===== src/sv/slcd_pkg.sv =====
// Shared constants, types and text tables for the serial line command decoder.
package slcd_pkg;

    localparam int LINE_CHARS = 32;
    localparam int LINE_AW    = $clog2(LINE_CHARS);
    localparam int LINE_LW    = $clog2(LINE_CHARS + 1);

    localparam logic [7:0] CHAR_NUL   = 8'h00;
    localparam logic [7:0] CHAR_CR    = 8'h0D;
    localparam logic [7:0] CHAR_EQ    = 8'h3D;
    localparam logic [7:0] CHAR_PLUS  = 8'h2B;
    localparam logic [7:0] CHAR_MINUS = 8'h2D;
    localparam logic [7:0] CHAR_SPACE = 8'h20;
    localparam logic [7:0] CHAR_ZERO  = 8'h30;
    localparam logic [7:0] CHAR_NINE  = 8'h39;
    localparam logic [7:0] CHAR_LF    = 8'h0A;

    localparam logic [3:0] STAT_LAST = 4'd9;
    localparam logic [3:0] TOG_LAST  = 4'd14;

    typedef struct packed {
        logic [LINE_LW-1:0] len;
        logic               is_status;
        logic               is_toggle;
        logic               has_set;
        logic               num_nz;
    } t_scan_res;

    function automatic logic [7:0] status_chr(input logic [2:0] idx);
        logic [7:0] c;
        unique case (idx)
            3'd0:    c = "s";
            3'd1:    c = "t";
            3'd2:    c = "a";
            3'd3:    c = "t";
            3'd4:    c = "u";
            3'd5:    c = "s";
            default: c = CHAR_NUL;
        endcase
        return c;
    endfunction

    function automatic logic [7:0] toggle_chr(input logic [2:0] idx);
        logic [7:0] c;
        unique case (idx)
            3'd0:    c = "t";
            3'd1:    c = "o";
            3'd2:    c = "g";
            3'd3:    c = "g";
            3'd4:    c = "l";
            3'd5:    c = "e";
            default: c = CHAR_NUL;
        endcase
        return c;
    endfunction

    function automatic logic [7:0] stat_reply_chr(input logic [3:0] idx, input logic relay);
        logic [7:0] c;
        unique case (idx)
            4'd0:    c = "S";
            4'd1:    c = "t";
            4'd2:    c = "a";
            4'd3:    c = "t";
            4'd4:    c = "u";
            4'd5:    c = "s";
            4'd6:    c = ":";
            4'd7:    c = CHAR_SPACE;
            4'd8:    c = CHAR_ZERO | {7'd0, relay};
            4'd9:    c = CHAR_LF;
            default: c = CHAR_NUL;
        endcase
        return c;
    endfunction

    function automatic logic [7:0] tog_reply_chr(input logic [3:0] idx);
        logic [7:0] c;
        unique case (idx)
            4'd0:    c = "T";
            4'd1:    c = "o";
            4'd2:    c = "g";
            4'd3:    c = "g";
            4'd4:    c = "e";
            4'd5:    c = "l";
            4'd6:    c = "i";
            4'd7:    c = "n";
            4'd8:    c = "g";
            4'd9:    c = CHAR_SPACE;
            4'd10:   c = "G";
            4'd11:   c = "P";
            4'd12:   c = "I";
            4'd13:   c = "O";
            4'd14:   c = CHAR_LF;
            default: c = CHAR_NUL;
        endcase
        return c;
    endfunction

endpackage


===== src/sv/slcd_line_ram.sv =====
// Line store: simple dual-port RAM with a registered read port.
module slcd_line_ram #(
    parameter int DEPTH = 32,
    parameter int WIDTH = 8
) (
    input  logic                     i_clk,
    input  logic                     i_we,
    input  logic [$clog2(DEPTH)-1:0] i_waddr,
    input  logic [WIDTH-1:0]         i_wdata,
    input  logic                     i_re,
    input  logic [$clog2(DEPTH)-1:0] i_raddr,
    output logic [WIDTH-1:0]         o_rdata
);

    logic [WIDTH-1:0] r_mem [DEPTH];
    logic [WIDTH-1:0] r_rdata;

    always_ff @(posedge i_clk) begin
        if (i_we) begin
            r_mem[i_waddr] <= i_wdata;
        end
        if (i_re) begin
            r_rdata <= r_mem[i_raddr];
        end
    end

    assign o_rdata = r_rdata;

endmodule


===== src/sv/slcd_cmd_scan.sv =====
// Command scanner: walks the stored line one byte a cycle and collects match flags.
module slcd_cmd_scan (
    input  logic                         i_clk,
    input  logic                         i_rst_n,
    input  logic                         i_clr,
    input  logic                         i_vld,
    input  logic [7:0]                   i_byte,
    input  logic [slcd_pkg::LINE_AW-1:0] i_idx,
    output slcd_pkg::t_scan_res          o_res
);
    import slcd_pkg::*;

    typedef enum logic [1:0] {NP_PRE, NP_WS, NP_DIG, NP_END} t_np;

    logic               r_zero;
    logic [LINE_LW-1:0] r_len;
    logic               r_st_ok;
    logic               r_tg_ok;
    logic [7:0]         r_p0, r_p1, r_p2;
    logic               r_set;
    t_np                r_np;
    logic               r_nz;

    logic is_space, is_digit, is_sign, in_word;

    assign is_space = (i_byte == CHAR_SPACE) || (i_byte >= 8'd9 && i_byte <= CHAR_CR);
    assign is_digit = (i_byte >= CHAR_ZERO) && (i_byte <= CHAR_NINE);
    assign is_sign  = (i_byte == CHAR_PLUS) || (i_byte == CHAR_MINUS);
    assign in_word  = (i_idx < LINE_AW'(6));

    always_ff @(posedge i_clk) begin
        if (!i_rst_n || i_clr) begin
            r_zero  <= 1'b0;
            r_len   <= '0;
            r_st_ok <= 1'b1;
            r_tg_ok <= 1'b1;
            r_p0    <= CHAR_NUL;
            r_p1    <= CHAR_NUL;
            r_p2    <= CHAR_NUL;
            r_set   <= 1'b0;
            r_np    <= NP_PRE;
            r_nz    <= 1'b0;
        end else if (i_vld && !r_zero) begin
            if (i_byte == CHAR_NUL) begin
                // text ends at the first zero byte
                r_zero <= 1'b1;
            end else begin
                r_len   <= LINE_LW'(i_idx) + LINE_LW'(1);
                r_st_ok <= r_st_ok && in_word && (i_byte == status_chr(i_idx[2:0]));
                r_tg_ok <= r_tg_ok && in_word && (i_byte == toggle_chr(i_idx[2:0]));
                r_p0    <= i_byte;
                r_p1    <= r_p0;
                r_p2    <= r_p1;
                if (i_byte == CHAR_EQ && r_p0 == "t" && r_p1 == "e" && r_p2 == "s") begin
                    r_set <= 1'b1;
                end
                unique case (r_np)
                    NP_PRE: begin
                        if (i_byte == CHAR_EQ) r_np <= NP_WS;
                    end
                    NP_WS: begin
                        if (is_space) begin
                            r_np <= NP_WS;
                        end else if (is_sign) begin
                            r_np <= NP_DIG;
                        end else if (is_digit) begin
                            r_np <= NP_DIG;
                            if (i_byte != CHAR_ZERO) r_nz <= 1'b1;
                        end else begin
                            r_np <= NP_END;
                        end
                    end
                    NP_DIG: begin
                        if (is_digit) begin
                            if (i_byte != CHAR_ZERO) r_nz <= 1'b1;
                        end else begin
                            r_np <= NP_END;
                        end
                    end
                    NP_END: r_np <= NP_END;
                    default: r_np <= NP_END;
                endcase
            end
        end
    end

    always_comb begin
        o_res.len       = r_len;
        o_res.is_status = r_st_ok && (r_len == LINE_LW'(6));
        o_res.is_toggle = r_tg_ok && (r_len == LINE_LW'(6));
        o_res.has_set   = r_set;
        o_res.num_nz    = r_nz;
    end

endmodule


===== src/sv/serial_line_command_decoder_unit.sv =====
// Serial line command decoder: byte input, line store, command handling and reply output.
//
// Input stream (s_axis): one received byte per transaction in tdata[7:0]. Ordinary
// bytes are written to the line store and give no output. A full line (LINE_CHARS bytes)
// is dropped before the next byte is stored.
// A carriage return ends the line: the line store is read back one byte a cycle
// to find the text length, match "status" and "toggle", find "set=" and evaluate
// the number after the first '='. The relay bit is then updated and the reply is
// sent on the output stream (m_axis): reply text for "status" and "toggle" at one
// byte per cycle while the receiver is ready, then the echoed line, one line store
// read and one output load per byte. tlast marks the final byte of a line's reply;
// lines with no text give no output. tdata[8] carries the relay state after the line.
// The input is ready only while no line is being handled; the last reply byte may
// still wait in the output register when the next byte is accepted.
// A stalled receiver holds the output register and pauses the reply.
// Reset clears the line length, the relay bit and all control state; the line
// store itself is not cleared and needs no clearing pass.
module serial_line_command_decoder_unit (
    input  logic        i_clk,
    input  logic        i_rst_n,
    input  logic        i_s_axis_tvalid,
    output logic        o_s_axis_tready,
    input  logic [7:0]  i_s_axis_tdata,   // [7:0] rx_byte
    output logic        o_m_axis_tvalid,
    input  logic        i_m_axis_tready,
    output logic [15:0] o_m_axis_tdata,   // [7:0] tx_byte, [8] relay_on, [15:9] zero
    output logic        o_m_axis_tlast
);
    import slcd_pkg::*;

    typedef enum logic [2:0] {S_IDLE, S_SCAN, S_TXT, S_ECHO_RD, S_ECHO_WR} t_state;

    t_state             r_state;
    logic               r_relay;
    logic [LINE_LW-1:0] r_line_len;
    logic [LINE_LW-1:0] r_addr;
    logic [LINE_AW-1:0] r_rd_idx;
    logic               r_rd_vld;
    logic [3:0]         r_ti;
    logic               r_out_vld;
    logic [7:0]         r_tx;
    logic               r_out_relay;
    logic               r_last;

    logic               in_acc, is_cr, out_free, scan_end;
    logic               we, re;
    logic [LINE_AW-1:0] waddr;
    logic [7:0]         rdata;
    logic [3:0]         txt_last;
    logic [7:0]         txt_byte;
    logic               echo_last;
    t_scan_res          res;

    assign o_s_axis_tready = (r_state == S_IDLE);
    assign in_acc    = i_s_axis_tvalid && o_s_axis_tready;
    assign is_cr     = (i_s_axis_tdata == CHAR_CR);
    assign out_free  = !r_out_vld || i_m_axis_tready;
    assign scan_end  = (r_state == S_SCAN) && (r_addr == r_line_len) && !r_rd_vld;

    // Drop a full line before storing the next byte
    assign we    = in_acc && !is_cr;
    assign waddr = (r_line_len == LINE_LW'(LINE_CHARS)) ? '0 : r_line_len[LINE_AW-1:0];
    assign re    = ((r_state == S_SCAN) && (r_addr != r_line_len)) || (r_state == S_ECHO_RD);

    assign txt_last  = res.is_status ? STAT_LAST : TOG_LAST;
    assign txt_byte  = res.is_status ? stat_reply_chr(r_ti, r_relay) : tog_reply_chr(r_ti);
    assign echo_last = ((r_addr + LINE_LW'(1)) == res.len);

    slcd_line_ram #(
        .DEPTH (LINE_CHARS),
        .WIDTH (8)
    ) u_ram (
        .i_clk   (i_clk),
        .i_we    (we),
        .i_waddr (waddr),
        .i_wdata (i_s_axis_tdata),
        .i_re    (re),
        .i_raddr (r_addr[LINE_AW-1:0]),
        .o_rdata (rdata)
    );

    slcd_cmd_scan u_scan (
        .i_clk   (i_clk),
        .i_rst_n (i_rst_n),
        .i_clr   (in_acc && is_cr),
        .i_vld   (r_rd_vld),
        .i_byte  (rdata),
        .i_idx   (r_rd_idx),
        .o_res   (res)
    );

    always_ff @(posedge i_clk) begin
        if (!i_rst_n) begin
            r_state     <= S_IDLE;
            r_relay     <= 1'b0;
            r_line_len  <= '0;
            r_addr      <= '0;
            r_rd_idx    <= '0;
            r_rd_vld    <= 1'b0;
            r_ti        <= '0;
            r_out_vld   <= 1'b0;
            r_tx        <= CHAR_NUL;
            r_out_relay <= 1'b0;
            r_last      <= 1'b0;
        end else begin
            r_rd_vld <= 1'b0;
            if (i_m_axis_tready) begin
                r_out_vld <= 1'b0;
            end
            unique case (r_state)
                S_IDLE: begin
                    if (in_acc) begin
                        if (is_cr) begin
                            r_addr  <= '0;
                            r_state <= S_SCAN;
                        end else begin
                            r_line_len <= LINE_LW'(waddr) + LINE_LW'(1);
                        end
                    end
                end
                S_SCAN: begin
                    if (re) begin
                        r_rd_vld <= 1'b1;
                        r_rd_idx <= r_addr[LINE_AW-1:0];
                        r_addr   <= r_addr + LINE_LW'(1);
                    end
                    if (scan_end) begin
                        if (res.is_toggle) begin
                            r_relay <= !r_relay;
                        end else if (res.has_set) begin
                            r_relay <= res.num_nz;
                        end
                        r_line_len <= '0;
                        r_addr     <= '0;
                        r_ti       <= '0;
                        if (res.is_status || res.is_toggle) begin
                            r_state <= S_TXT;
                        end else if (res.len != '0) begin
                            r_state <= S_ECHO_RD;
                        end else begin
                            r_state <= S_IDLE;
                        end
                    end
                end
                S_TXT: begin
                    if (out_free) begin
                        r_out_vld   <= 1'b1;
                        r_tx        <= txt_byte;
                        r_out_relay <= r_relay;
                        r_last      <= (r_ti == txt_last) && (res.len == '0);
                        r_ti        <= r_ti + 4'd1;
                        if (r_ti == txt_last) begin
                            r_state <= (res.len == '0) ? S_IDLE : S_ECHO_RD;
                        end
                    end
                end
                S_ECHO_RD: begin
                    r_state <= S_ECHO_WR;
                end
                S_ECHO_WR: begin
                    // Read data holds until the next read, so wait here on a stall
                    if (out_free) begin
                        r_out_vld   <= 1'b1;
                        r_tx        <= rdata;
                        r_out_relay <= r_relay;
                        r_last      <= echo_last;
                        r_addr      <= r_addr + LINE_LW'(1);
                        r_state     <= echo_last ? S_IDLE : S_ECHO_RD;
                    end
                end
                default: r_state <= S_IDLE;
            endcase
        end
    end

    assign o_m_axis_tvalid = r_out_vld;
    // Relay state travels with its byte, so a waiting byte holds its value
    assign o_m_axis_tdata  = {7'd0, r_out_relay, r_tx};
    assign o_m_axis_tlast  = r_last;

`ifndef ASSERT_OFF
    a_len_range: assert property (@(posedge i_clk) disable iff (!i_rst_n)
        r_line_len <= LINE_LW'(LINE_CHARS))
        else $error("line length beyond line store depth");

    a_relay_at_scan_end: assert property (@(posedge i_clk) disable iff (!i_rst_n)
        (r_relay != $past(r_relay)) |-> ($past(r_state) == S_SCAN))
        else $error("relay changed outside command handling");

    a_out_hold: assert property (@(posedge i_clk) disable iff (!i_rst_n)
        (o_m_axis_tvalid && !i_m_axis_tready) |=>
            (o_m_axis_tvalid && $stable(o_m_axis_tdata) && $stable(o_m_axis_tlast)))
        else $error("output transaction changed while stalled");

    a_cr_starts_scan: assert property (@(posedge i_clk) disable iff (!i_rst_n)
        (in_acc && is_cr) |=> (r_state == S_SCAN))
        else $error("carriage return did not start the line scan");
`endif

endmodule

===== config.mk =====
export PLATFORM = sky130hd
export DESIGN_NAME = serial_line_command_decoder_unit
export DESIGN_NICKNAME = d
export VERILOG_FILES = /design/src/sv/slcd_pkg.sv /design/src/sv/slcd_line_ram.sv /design/src/sv/slcd_cmd_scan.sv /design/src/sv/serial_line_command_decoder_unit.sv
export SDC_FILE = /design/constraint.sdc
export NUM_CORES = 1
export LEC_CHECK = 0
export BUFFER_PORTS_ARGS = -buffer_cell sky130_fd_sc_hd__buf_2
export CAP_MARGIN = 20
export CORE_ASPECT_RATIO = 1.4
export CORE_UTILIZATION = 56
export DETAILED_ROUTE_END_ITERATION = 8
export GPL_ROUTABILITY_DRIVEN = 0
export PLACE_DENSITY = 0.77
export SYNTH_ARGS = -nofsm -noshare
export SYNTH_HDL_FRONTEND = slang
export SYNTH_SLANG_ARGS = --single-unit
export TNS_END_PERCENT = 5

===== constraint.sdc =====
create_clock -name i_clk -period 3 [get_ports i_clk]
set_input_delay 0.15 -clock i_clk [delete_from_list [all_inputs] [get_ports i_clk]]
set_output_delay 0.15 -clock i_clk [all_outputs]
set_load 0.01 [all_outputs]

==> results of run 1 <==
## sequential cells by signal, indices dropped and copies added, names as in the netlist, 2 cells and up, named ones only
register / count
r_addr: 6
u_scan.r_len: 6
u_scan.r_p2: 8
u_scan.r_np: 2
r_ti: 4
u_ram.r_mem: 256
r_line_len: 6
u_scan.r_p1: 8
r_rd_idx: 5
u_ram.o_rdata: 8
r_tx: 8
u_scan.r_p0: 8
r_state: 3
## path summary, 6_finish.rpt
path,endpoint,startpoint
hold reg to reg,u_scan.r_p2[0],u_scan.r_p2[0]
setup / recovery,flip-flop,r_state[1]
hold / removal,u_ram.r_mem[2][6],i_s_axis_tdata[6]
setup reg to reg,flip-flop,r_state[1]
## cells in the mapped netlist (7+ instances only)
cell type	n	share of area [%]
edfxtp_1	264	53
nand2_1	88	2.2
dfxtp_1	81	11
mux4_2	81	12
nor2_1	75	1.9
a21oi_1	53	1.8
clkbuf_1	45	1.1
inv_1	23	0.58
ha_1	22	1.9
nor3_1	20	0.67
nand3_1	18	0.61
xor2_1	16	0.94
xnor2_1	15	0.88
nand4_1	12	0.50
a211oi_1	11	0.56
o21ai_0	11	0.37
buf_2	10	0.34
mux2_2	10	0.76
buf_1	9	0.23
o211ai_1	9	0.45
buf_4	8	0.40
nor2b_1	8	0.34
a211o_1	7	0.41
mux2i_1	7	0.47
nor4_1	7	0.29
## final cells by class
| cell class | count | share of cell area [%] |
|---|---|---|
| clock buffer | 40 | 5.372 |
| inverter | 25 | 0.5715 |
| clock inverter | 16 | 0.7087 |
| multi-input combinational | 580 | 30.01 |
| tap | 324 | 2.469 |
| sequential | 345 | 58.19 |
| timing repair buffer | 61 | 2.682 |
## worst register-to-register path: stages, from the launching register on
cell,delay (ns)
dfxtp_1,0.59
nor3b_1,0.41
and2_1,0.34
o31a_1,0.18
nand2b_1,0.18
inv_1,0.06
ha_1,0.19
a211o_1,0.25
mux4_2,0.46
## per-stage QoR
step                cell area [sq um]  hold slack, ns  setup WS (ns)  total power [mW]
floorplan                       14890          0.2489        0.08991             5.351
global placement                15410          0.4363         0.3311             5.448
detailed placement              15410          0.4420         0.2377             5.458
CTS                             16420          0.1150         0.2204             9.229
global route                    16420          0.1395        0.01276             9.421
finish                          16420          0.1357         0.2064             9.176
## metal layers
metal  share of wire [%]  track usage [%]
met4                 3.4            9.280
met1                  37            27.32
met3                 4.4            2.735
met2                  55            43.44
met5                   0                0
## power by group
part	total, mW	switching, mW	internal, mW
Combinational	0.193	0.137	0.0559
Sequential	5.16	0.00868	5.15
Clock	3.82	1.67	2.15
## cells by family (layout without fill, tap and decap cells)
family                     Yosys count  after routing  share of synthesized area [%]
and+or+nand+nor                    275            275                          9.057
DFF                                345            345                          64.24
buffers and inverters               98            142                          2.769
muxes                               98             98                          13.50
AOI/OAI and AO/OA                  147            147                          6.734
other                                1              7                        0.02523
adders and majority gates           22             22                          1.852
xor gates and xnor gates            31             31                          1.826
==> results by group, run 1 <==
Status
  – Status: complete, no violations

Placed design
  – Detailed Place HPWL: 20860 microns
  – DP Cell Count: 1334
  – Buffers on Ports: 23

Layout
  – Non-filler cells, final: 1391
  – Storage cell area: 0.009554 sq mm
  – Area grow syn2layout: 10.45%
  – Most common cell after layout, fill and taps aside: edfxtp_1
  – Fill cells: 1856
  – Antenna diodes: 0
  – Multi-input gate area: 0.004927 sq mm
  – Final core occ: 62.91%
  – Nets@finish: 1077
  – Layout cells sized above 1: 19.59%
  – Most frequent cells in the layout: 264 x edfxtp_1, 88 x nand2_1, 81 x mux4_2

Job
  – Max_cap viols: 0

Clock network
  – CTS tree: yes
  – H-tree levels: 1
  – Post-CTS Hold Buffers: 1
  – Clk Latency, worst-skew pair: 0.56 ns
  – Reg clk slew, reported paths: 0.07 ns
  – Clock Root Buffer: clkbuf_16
  – Setup bufs post-CTS: 0
  – CTS buffer count: 30
  – Sink Count: 345
  – CTS max path bufs: 3
  – CTS resizes: 0

Setup path
  – Levels on crit path: 8
  – Maximum fanout along the worst path: 13
  – Crit path capture type: flip-flop
  – CP peak stage delay: 0.59 ns
  – Crit-path cells: nor3b_1 > and2_1 > o31a_1 > nand2b_1 > inv_1 > ha_1 > a211o_1 > mux4_2
  – Top delay family on crit path: simple AND/OR/NAND/NOR gates
  – Crit Path Class: flip-flop to flip-flop
  – Worst Reg2Reg Path Length in Cells: 8
  – R2R setup slack: 0.21 ns
  – Worst EP arrival: 3.22 ns
  – Critical-path cell with the highest stage delay: dfxtp_1
  – Worst setup SP type: flip-flop
  – WP data required: 3.42 ns
  – Worst path buffer plus inverter count: 1

Timing
  – Endpoints failing hold: 0
  – Final worst path period share: 93.12%
  – Max Slew Vio Count: 0
  – F_max: 358.0 MHz
  – Relative slew slack: 23.77%
  – Final Skew: 0.01374 ns
  – Min Tclk post-route: 2.794 ns
  – Worst-Margin Slew: 1.133 ns
  – RSZ-0062 raised after global routing: false
  – # setup viols final: 0
  – Final setup TNS: 0 ns

Global routing
  – First-pass GRT wire length: 48540 microns
  – Antenna violations before repair: 0
  – Largest net degree at the start of global routing: 70
  – Overall routing resource usage: 23.37%
  – Total gr overflow: 0
  – Vias in the first global route: 8827

Die
  – Die H: 194.8 microns
  – Die area: 0.02721 sq mm
  – CORE AREA: 0.02610 sq mm
  – Ports: 31
  – # rows: 70
  – Starting Density: 56.96%
  – Die X-Extent: 139.7 microns

Yosys
  – Post-synth EDFFs: 264
  – Post-synthesis async set-or-reset flop share: 0%
  – Top FF cell, synth: edfxtp_1
  – Synthesized area: 0.01487 sq mm
  – Synth Instances: 1017
  – Synthesized flop and latch total: 345
  – Post-synthesis sequential area ratio: 64.24%
  – Synthesized area per cell: 14.62 sq um
  – Yosys warnings: 0
  – Netlist cell types: 71

Drt
  – DR vias: 8529
  – DRC Markers: 0
  – Post-route ant nets: 0
  – Drt first-iter violations: 595
  – Final wirelength: 30630 microns
  – WL/cell: 22.02 microns
  – First-pass iteration count of the detailed router: 5
  – Via density: 6.132

Pwr
  – Peak supply drop: 0.0004659 V
  – Static leakage: 5.369 nW
  – Pwr Density: 558.8 mW/mm^2

Min path
  – Hold Crit Class: input pin to flip-flop
  – Hold path depth: 2
Power figures use the tool's default switching activity.
==> run 2: changes to the inputs <==
- MAX_ROUTING_LAYER: not set -> met4
- TNS_END_PERCENT: 5 -> not set
==> run 2 against run 1 <==
Against the previous run: hold slack better by 0.0015 ns; sequential share of layout area unchanged; clock skew decreased by 0.0030 ns; setup slack improved by 0.0079 ns; non-clock buffer count did not move; design area stayed put; total power about the same; final cell count stayed put; count of clock-buffer cells in the layout is the same; clock power about the same; register-to-register slack barely moved.
==> results by group, run 2 (synthesis results as in run 1) <==
Global routing
  – First-pass GRT wire length: 48500 microns
  – Overall routing resource usage: 24.09%
  – Largest net degree at the start of global routing: 70
  – Vias in the first global route: 8821
  – Total gr overflow: 0
  – Antenna violations before repair: 0

Clock network
  – Clk Latency, worst-skew pair: 0.56 ns
  – Reg clk slew, reported paths: 0.07 ns
  – CTS max path bufs: 3
  – CTS buffer count: 30
  – Post-CTS Hold Buffers: 1
  – Clock Root Buffer: clkbuf_16
  – CTS resizes: 0
  – Sink Count: 345
  – Setup bufs post-CTS: 0
  – CTS tree: yes
  – H-tree levels: 1

Drt
  – Via density: 6.157
  – Post-route ant nets: 0
  – Final wirelength: 30610 microns
  – DR vias: 8565
  – First-pass iteration count of the detailed router: 5
  – WL/cell: 22.01 microns
  – DRC Markers: 0
  – Drt first-iter violations: 568

Layout
  – Most frequent cells in the layout: 264 x edfxtp_1, 88 x nand2_1, 81 x mux4_2
  – Antenna diodes: 0
  – Most flops, register: u_ram.r_mem
  – Nets@finish: 1077
  – Fill cells: 1856
  – Max reg flops: 256
  – Storage cell area: 0.009554 sq mm
  – Final core occ: 62.91%
  – Most common cell after layout, fill and taps aside: edfxtp_1
  – Non-filler cells, final: 1391
  – Multi-input gate area: 0.004927 sq mm
  – Layout cells sized above 1: 19.59%
  – Area grow syn2layout: 10.45%

Placed design
  – Worst slack, placed: 0.2377 ns
  – Detailed Place HPWL: 20860 microns
  – Buffers on Ports: 23
  – DP Cell Count: 1334

Setup path
  – Worst Reg2Reg Path Length in Cells: 8
  – Critical-path cell with the highest stage delay: dfxtp_1
  – R2R setup slack: 0.21 ns
  – Worst R2R Start: r_state[1]
  – Worst setup SP type: flip-flop
  – Maximum fanout along the worst path: 13
  – Crit Path Class: flip-flop to flip-flop
  – CP peak stage delay: 0.59 ns
  – Crit-path cells: nor3b_1 > and2_1 > o31a_1 > nand2b_1 > inv_1 > ha_1 > a211o_1 > mux4_2
  – Crit path capture type: flip-flop
  – WP data required: 3.42 ns
  – Worst EP arrival: 3.21 ns

Pwr
  – Clk network pwr share: 41.6%
  – Static leakage: 5.369 nW
  – Peak supply drop: 0.0004643 V
  – Pwr Density: 558.7 mW/mm^2
  – Sw Share: 19.75%
  – Sw power: 1.811 mW
  – Internal Power: 7.362 mW
  – Final Total Pwr: 9.173 mW
  – Comb pwr share: 2.1%
  – Sequential share of power: 56.3%

Timing
  – Worst-Margin Slew: 1.039 ns
  – Worst setup margin: 0.2143 ns
  – Final worst path period share: 92.86%
  – Final Skew: 0.01078 ns
  – # setup viols final: 0
  – Endpoints failing hold: 0
  – RSZ-0062 raised after global routing: false
  – F_max: 359.0 MHz
  – Final setup TNS: 0 ns
  – Max Slew Vio Count: 0
  – Min Tclk post-route: 2.786 ns
  – Relative slew slack: 30.11%

Min path
  – Worst Hold Path EP: u_ram.r_mem[8][7]
  – HP Start: i_s_axis_tdata[7]
  – Hold path depth: 2
  – Hold Crit Class: input pin to flip-flop

Die
  – Die H: 194.8 microns
  – Ports: 31
  – # rows: 70
  – Die X-Extent: 139.7 microns
  – Die area: 0.02721 sq mm
  – CORE AREA: 0.02610 sq mm
  – Starting Density: 56.96%

Job
  – Max_cap viols: 0

Status
  – Status: complete, no violations
==> run 2: cell counts in the layout (fill, tap and decap cells not counted) <==
Identical to the previous run, type by type.
==> run 2: routing by layer <==
layer  global-route usage (%)  up-vias  routed length [microns]
li1                         -     3953                        -
met1                    27.32     4239                    11350
met2                    43.44      291                    16710
met3                    2.710       82                     1507
met4                    9.280        0                     1041
met5                        -        -                        0
==> run 2: final cells by class <==
class / count / area share, %
Multi-Input combinational cell: 580 / 30.01
Sequential cell: 345 / 58.19
Tap cell: 324 / 2.469
Clock buffer: 40 / 5.372
Clock inverter: 16 / 0.7087
Timing Repair Buffer: 61 / 2.682
Inverter: 25 / 0.5715
==> run 2: power by group through the flow <==
stage | clock network (mW) | logic [mW] | registers [mW]
floorplan | 0 | 0.0869 | 5.26
global placement | 0 | 0.184 | 5.26
detailed placement | 0 | 0.193 | 5.27
CTS | 3.87 | 0.195 | 5.16
global route | 4.05 | 0.210 | 5.16
finish | 3.82 | 0.193 | 5.16
==> run 2: metrics by stage <==
stage	cell area [sq um]	hold WS (ns)
CTS	16420	0.1150
floorplan	14890	0.2489
detailed placement	15410	0.4420
global route	16420	0.1388
global placement	15410	0.4363
finish	16420	0.1373
==> run 2: critical path, delay by kind of cell, from the launching register on <==
kind / cells / cell delay (ns)
AOI/OAI and AO/OA: 2 / 0.42
adders and majority gates: 1 / 0.19
buffers and inverters: 1 / 0.06
DFF: 1 / 0.59
muxes: 1 / 0.46
and+or+nand+nor: 3 / 0.92
==> run 2: how the worst max path moves through the flow <==
stage	start	end	slack, ns	cells after the start
2_1_floorplan	r_state[2]	flip-flop	0.09	12
3_3_place_gp	r_state[1]	flip-flop	0.33	8
3_5_place_dp	r_state[1]	flip-flop	0.24	8
4_1_cts	r_state[1]	flip-flop	0.22	8
5_1_grt	r_state[1]	flip-flop	0.01	8
6_report	r_state[1]	flip-flop	0.21	8
==> run 3: changes to the inputs <==
- CORE_UTILIZATION: 56 -> 59
- CTS_BUF_LIST: not set -> sky130_fd_sc_hd__clkbuf_8
- PLACE_DENSITY: 0.77 -> 0.81
==> run 3 against run 2 <==
Against the previous run: sequential power barely moved; setup slack got worse by 0.045 ns; final cell count rose by 2.2%; first-iteration DRC count rose by 38%; sequential share of layout area barely moved; design area barely moved; critical path type unchanged; largest power group unchanged.
==> results by group, run 3 (synthesis results as in run 1) <==
Pwr
  – Static leakage: 5.443 nW
  – Sw power: 1.907 mW
  – Sw Share: 21.24%
  – Final Total Pwr: 8.978 mW
  – Peak supply drop: 0.0003910 V
  – Sequential share of power: 57.5%
  – Internal Power: 7.071 mW
  – Comb pwr share: 2.2%
  – Pwr Density: 547.2 mW/mm^2
  – Clk network pwr share: 40.3%

Drt
  – Via density: 6.242
  – M1 WL: 11840 microns
  – Wire length on met3: 1786 microns
  – First-pass iteration count of the detailed router: 5
  – DR vias: 8876
  – WL/cell: 22.42 microns
  – DRC Markers: 0
  – DR top layer: met4
  – Post-route ant nets: 0
  – Drt first-iter violations: 786
  – Final wirelength: 31880 microns
  – Met2 wire len: 16880 microns

Global routing
  – Antenna violations before repair: 0
  – Overall routing resource usage: 27.16%
  – Vias in the first global route: 8935
  – First-pass GRT wire length: 50160 microns
  – Total gr overflow: 0
  – Largest net degree at the start of global routing: 70

Placed design
  – Buffers on Ports: 23
  – Detailed Place HPWL: 21200 microns
  – Area after DPL: 0.01540 sq mm
  – Worst slack, placed: 0.2060 ns

Setup path
  – Worst setup SP type: flip-flop
  – Crit-path cells: or3b_1 > nor4_4 > and2_1 > o31a_1 > nand2b_1 > inv_1 > ha_1 > a211o_1 > mux4_2
  – Crit path capture type: flip-flop
  – Critical-path cell with the highest stage delay: or3b_1
  – CP peak stage delay: 0.48 ns
  – Maximum fanout along the worst path: 10
  – Worst Reg2Reg Path Length in Cells: 9
  – WP data required: 3.47 ns
  – Crit Path Class: flip-flop to flip-flop
  – Worst R2R Start: r_state[2]
  – R2R setup slack: 0.17 ns
  – Worst EP arrival: 3.30 ns

Clock network
  – CTS max path bufs: 3
  – Clock Root Buffer: clkbuf_8
  – Reg clk slew, reported paths: 0.07 ns
  – H-tree levels: 2
  – CTS resizes: 0
  – Clk Latency, worst-skew pair: 0.59 ns
  – CTS buffer count: 49
  – Sink Count: 345
  – CTS tree: yes

Timing
  – Max Slew Vio Count: 0
  – RSZ-0062 raised after global routing: false
  – # setup viols final: 0
  – Endpoints failing hold: 0
  – Final worst path period share: 94.37%
  – Final Skew: 0.01596 ns
  – Relative slew slack: 22.10%
  – Worst setup margin: 0.1690 ns
  – Final setup TNS: 0 ns
  – Worst-Margin Slew: 1.164 ns
  – Min Tclk post-route: 2.831 ns
  – F_max: 353.2 MHz

Layout
  – Area grow syn2layout: 10.38%
  – Nets@finish: 1100
  – Layout cells sized above 1: 20.90%
  – Max reg flops: 256
  – Most common cell after layout, fill and taps aside: edfxtp_1
  – Most frequent cells in the layout: 264 x edfxtp_1, 88 x nand2_1, 81 x mux4_2
  – Most flops, register: u_ram.r_mem
  – Cell area after layout: 0.01641 sq mm
  – Final core occ: 66.50%

Min path
  – Worst Hold Path EP: u_ram.r_mem[13][7]
  – HP Start: i_s_axis_tdata[7]
  – Hold Crit Class: input pin to flip-flop
  – Hold path depth: 2

Status
  – Status: complete, no violations

Die
  – # rows: 68
  – Die area: 0.02584 sq mm
  – Ports: 31
  – Starting Density: 60.25%
  – CORE AREA: 0.02467 sq mm
  – Die X-Extent: 136.2 microns
  – Die H: 189.8 microns

Job
  – Max_cap viols: 0
[run 3: cell types whose count changed in the layout (fill, tap and decap cells not counted), sizes merged]
cell | before | now
dlygate4sd3 | 1 | 2
inv | 29 | 42
buf | 60 | 63
clkinv | 7 | 15
clkbuf | 40 | 51
bufinv | 1 | 3
diode | 0 | 2
[run 3: repair_timing]
action,CTS,global route
buffers inserted,0,0
hold endpoints to repair,7,0
hold buffers,2,0
[run 3: worst max path at each step]
stage	startpoint	to	slack (ns)	cells after the start
6_report	r_state[2]	flip-flop	0.17	9
5_1_grt	r_line_len[2]	flip-flop	0.008	9
4_1_cts	r_state[2]	flip-flop	0.19	9
3_5_place_dp	r_state[2]	flip-flop	0.21	9
3_3_place_gp	r_state[2]	flip-flop	0.31	9
2_1_floorplan	r_state[2]	flip-flop	0.09	12
[run 3: metrics by stage]
stage / hold WS [ns] / instances
finish: 0.09032 / 1422
CTS: 0.07284 / 1419
global route: 0.08836 / 1420
global placement: 0.4298 / 1327
detailed placement: 0.4435 / 1327
floorplan: 0.2489 / 1023
[run 3: cell type report]
class / instances / area, sq um
Fill cell: 1683 / 8265
Timing Repair Buffer: 65 / 457.9
Tap cell: 315 / 394.1
Clock inverter: 39 / 274.0
Antenna cell: 2 / 5.005
Clock buffer: 51 / 701.9
Multi-Input combinational cell: 580 / 4927
Sequential cell: 345 / 9554
Inverter: 25 / 93.84
[run 3: critical path, delay by kind of cell (launching register included)]
kind / cells / cell delay (ns)
buf+inv: 1 / 0.06
simple gates: 4 / 1.16
fa+ha+maj: 1 / 0.19
compound gates: 2 / 0.42
flops: 1 / 0.42
mux: 1 / 0.44
[run 3: power groups by stage]
stage          combinational (mW)  sequential [mW]  clock, mW
3_3_place_gp                0.181             5.26          0
6_report                    0.194             5.16       3.62
2_1_floorplan              0.0869             5.26          0
4_1_cts                     0.194             5.16       3.67
3_5_place_dp                0.190             5.27          0
5_1_grt                     0.207             5.16       3.88
[run 3: metal layers]
metal	up-vias	global-route usage, %
met2	355	45.31
met1	4427	31.64
li1	4001	-
met3	93	4.743
met4	0	13.25
met5	-	-
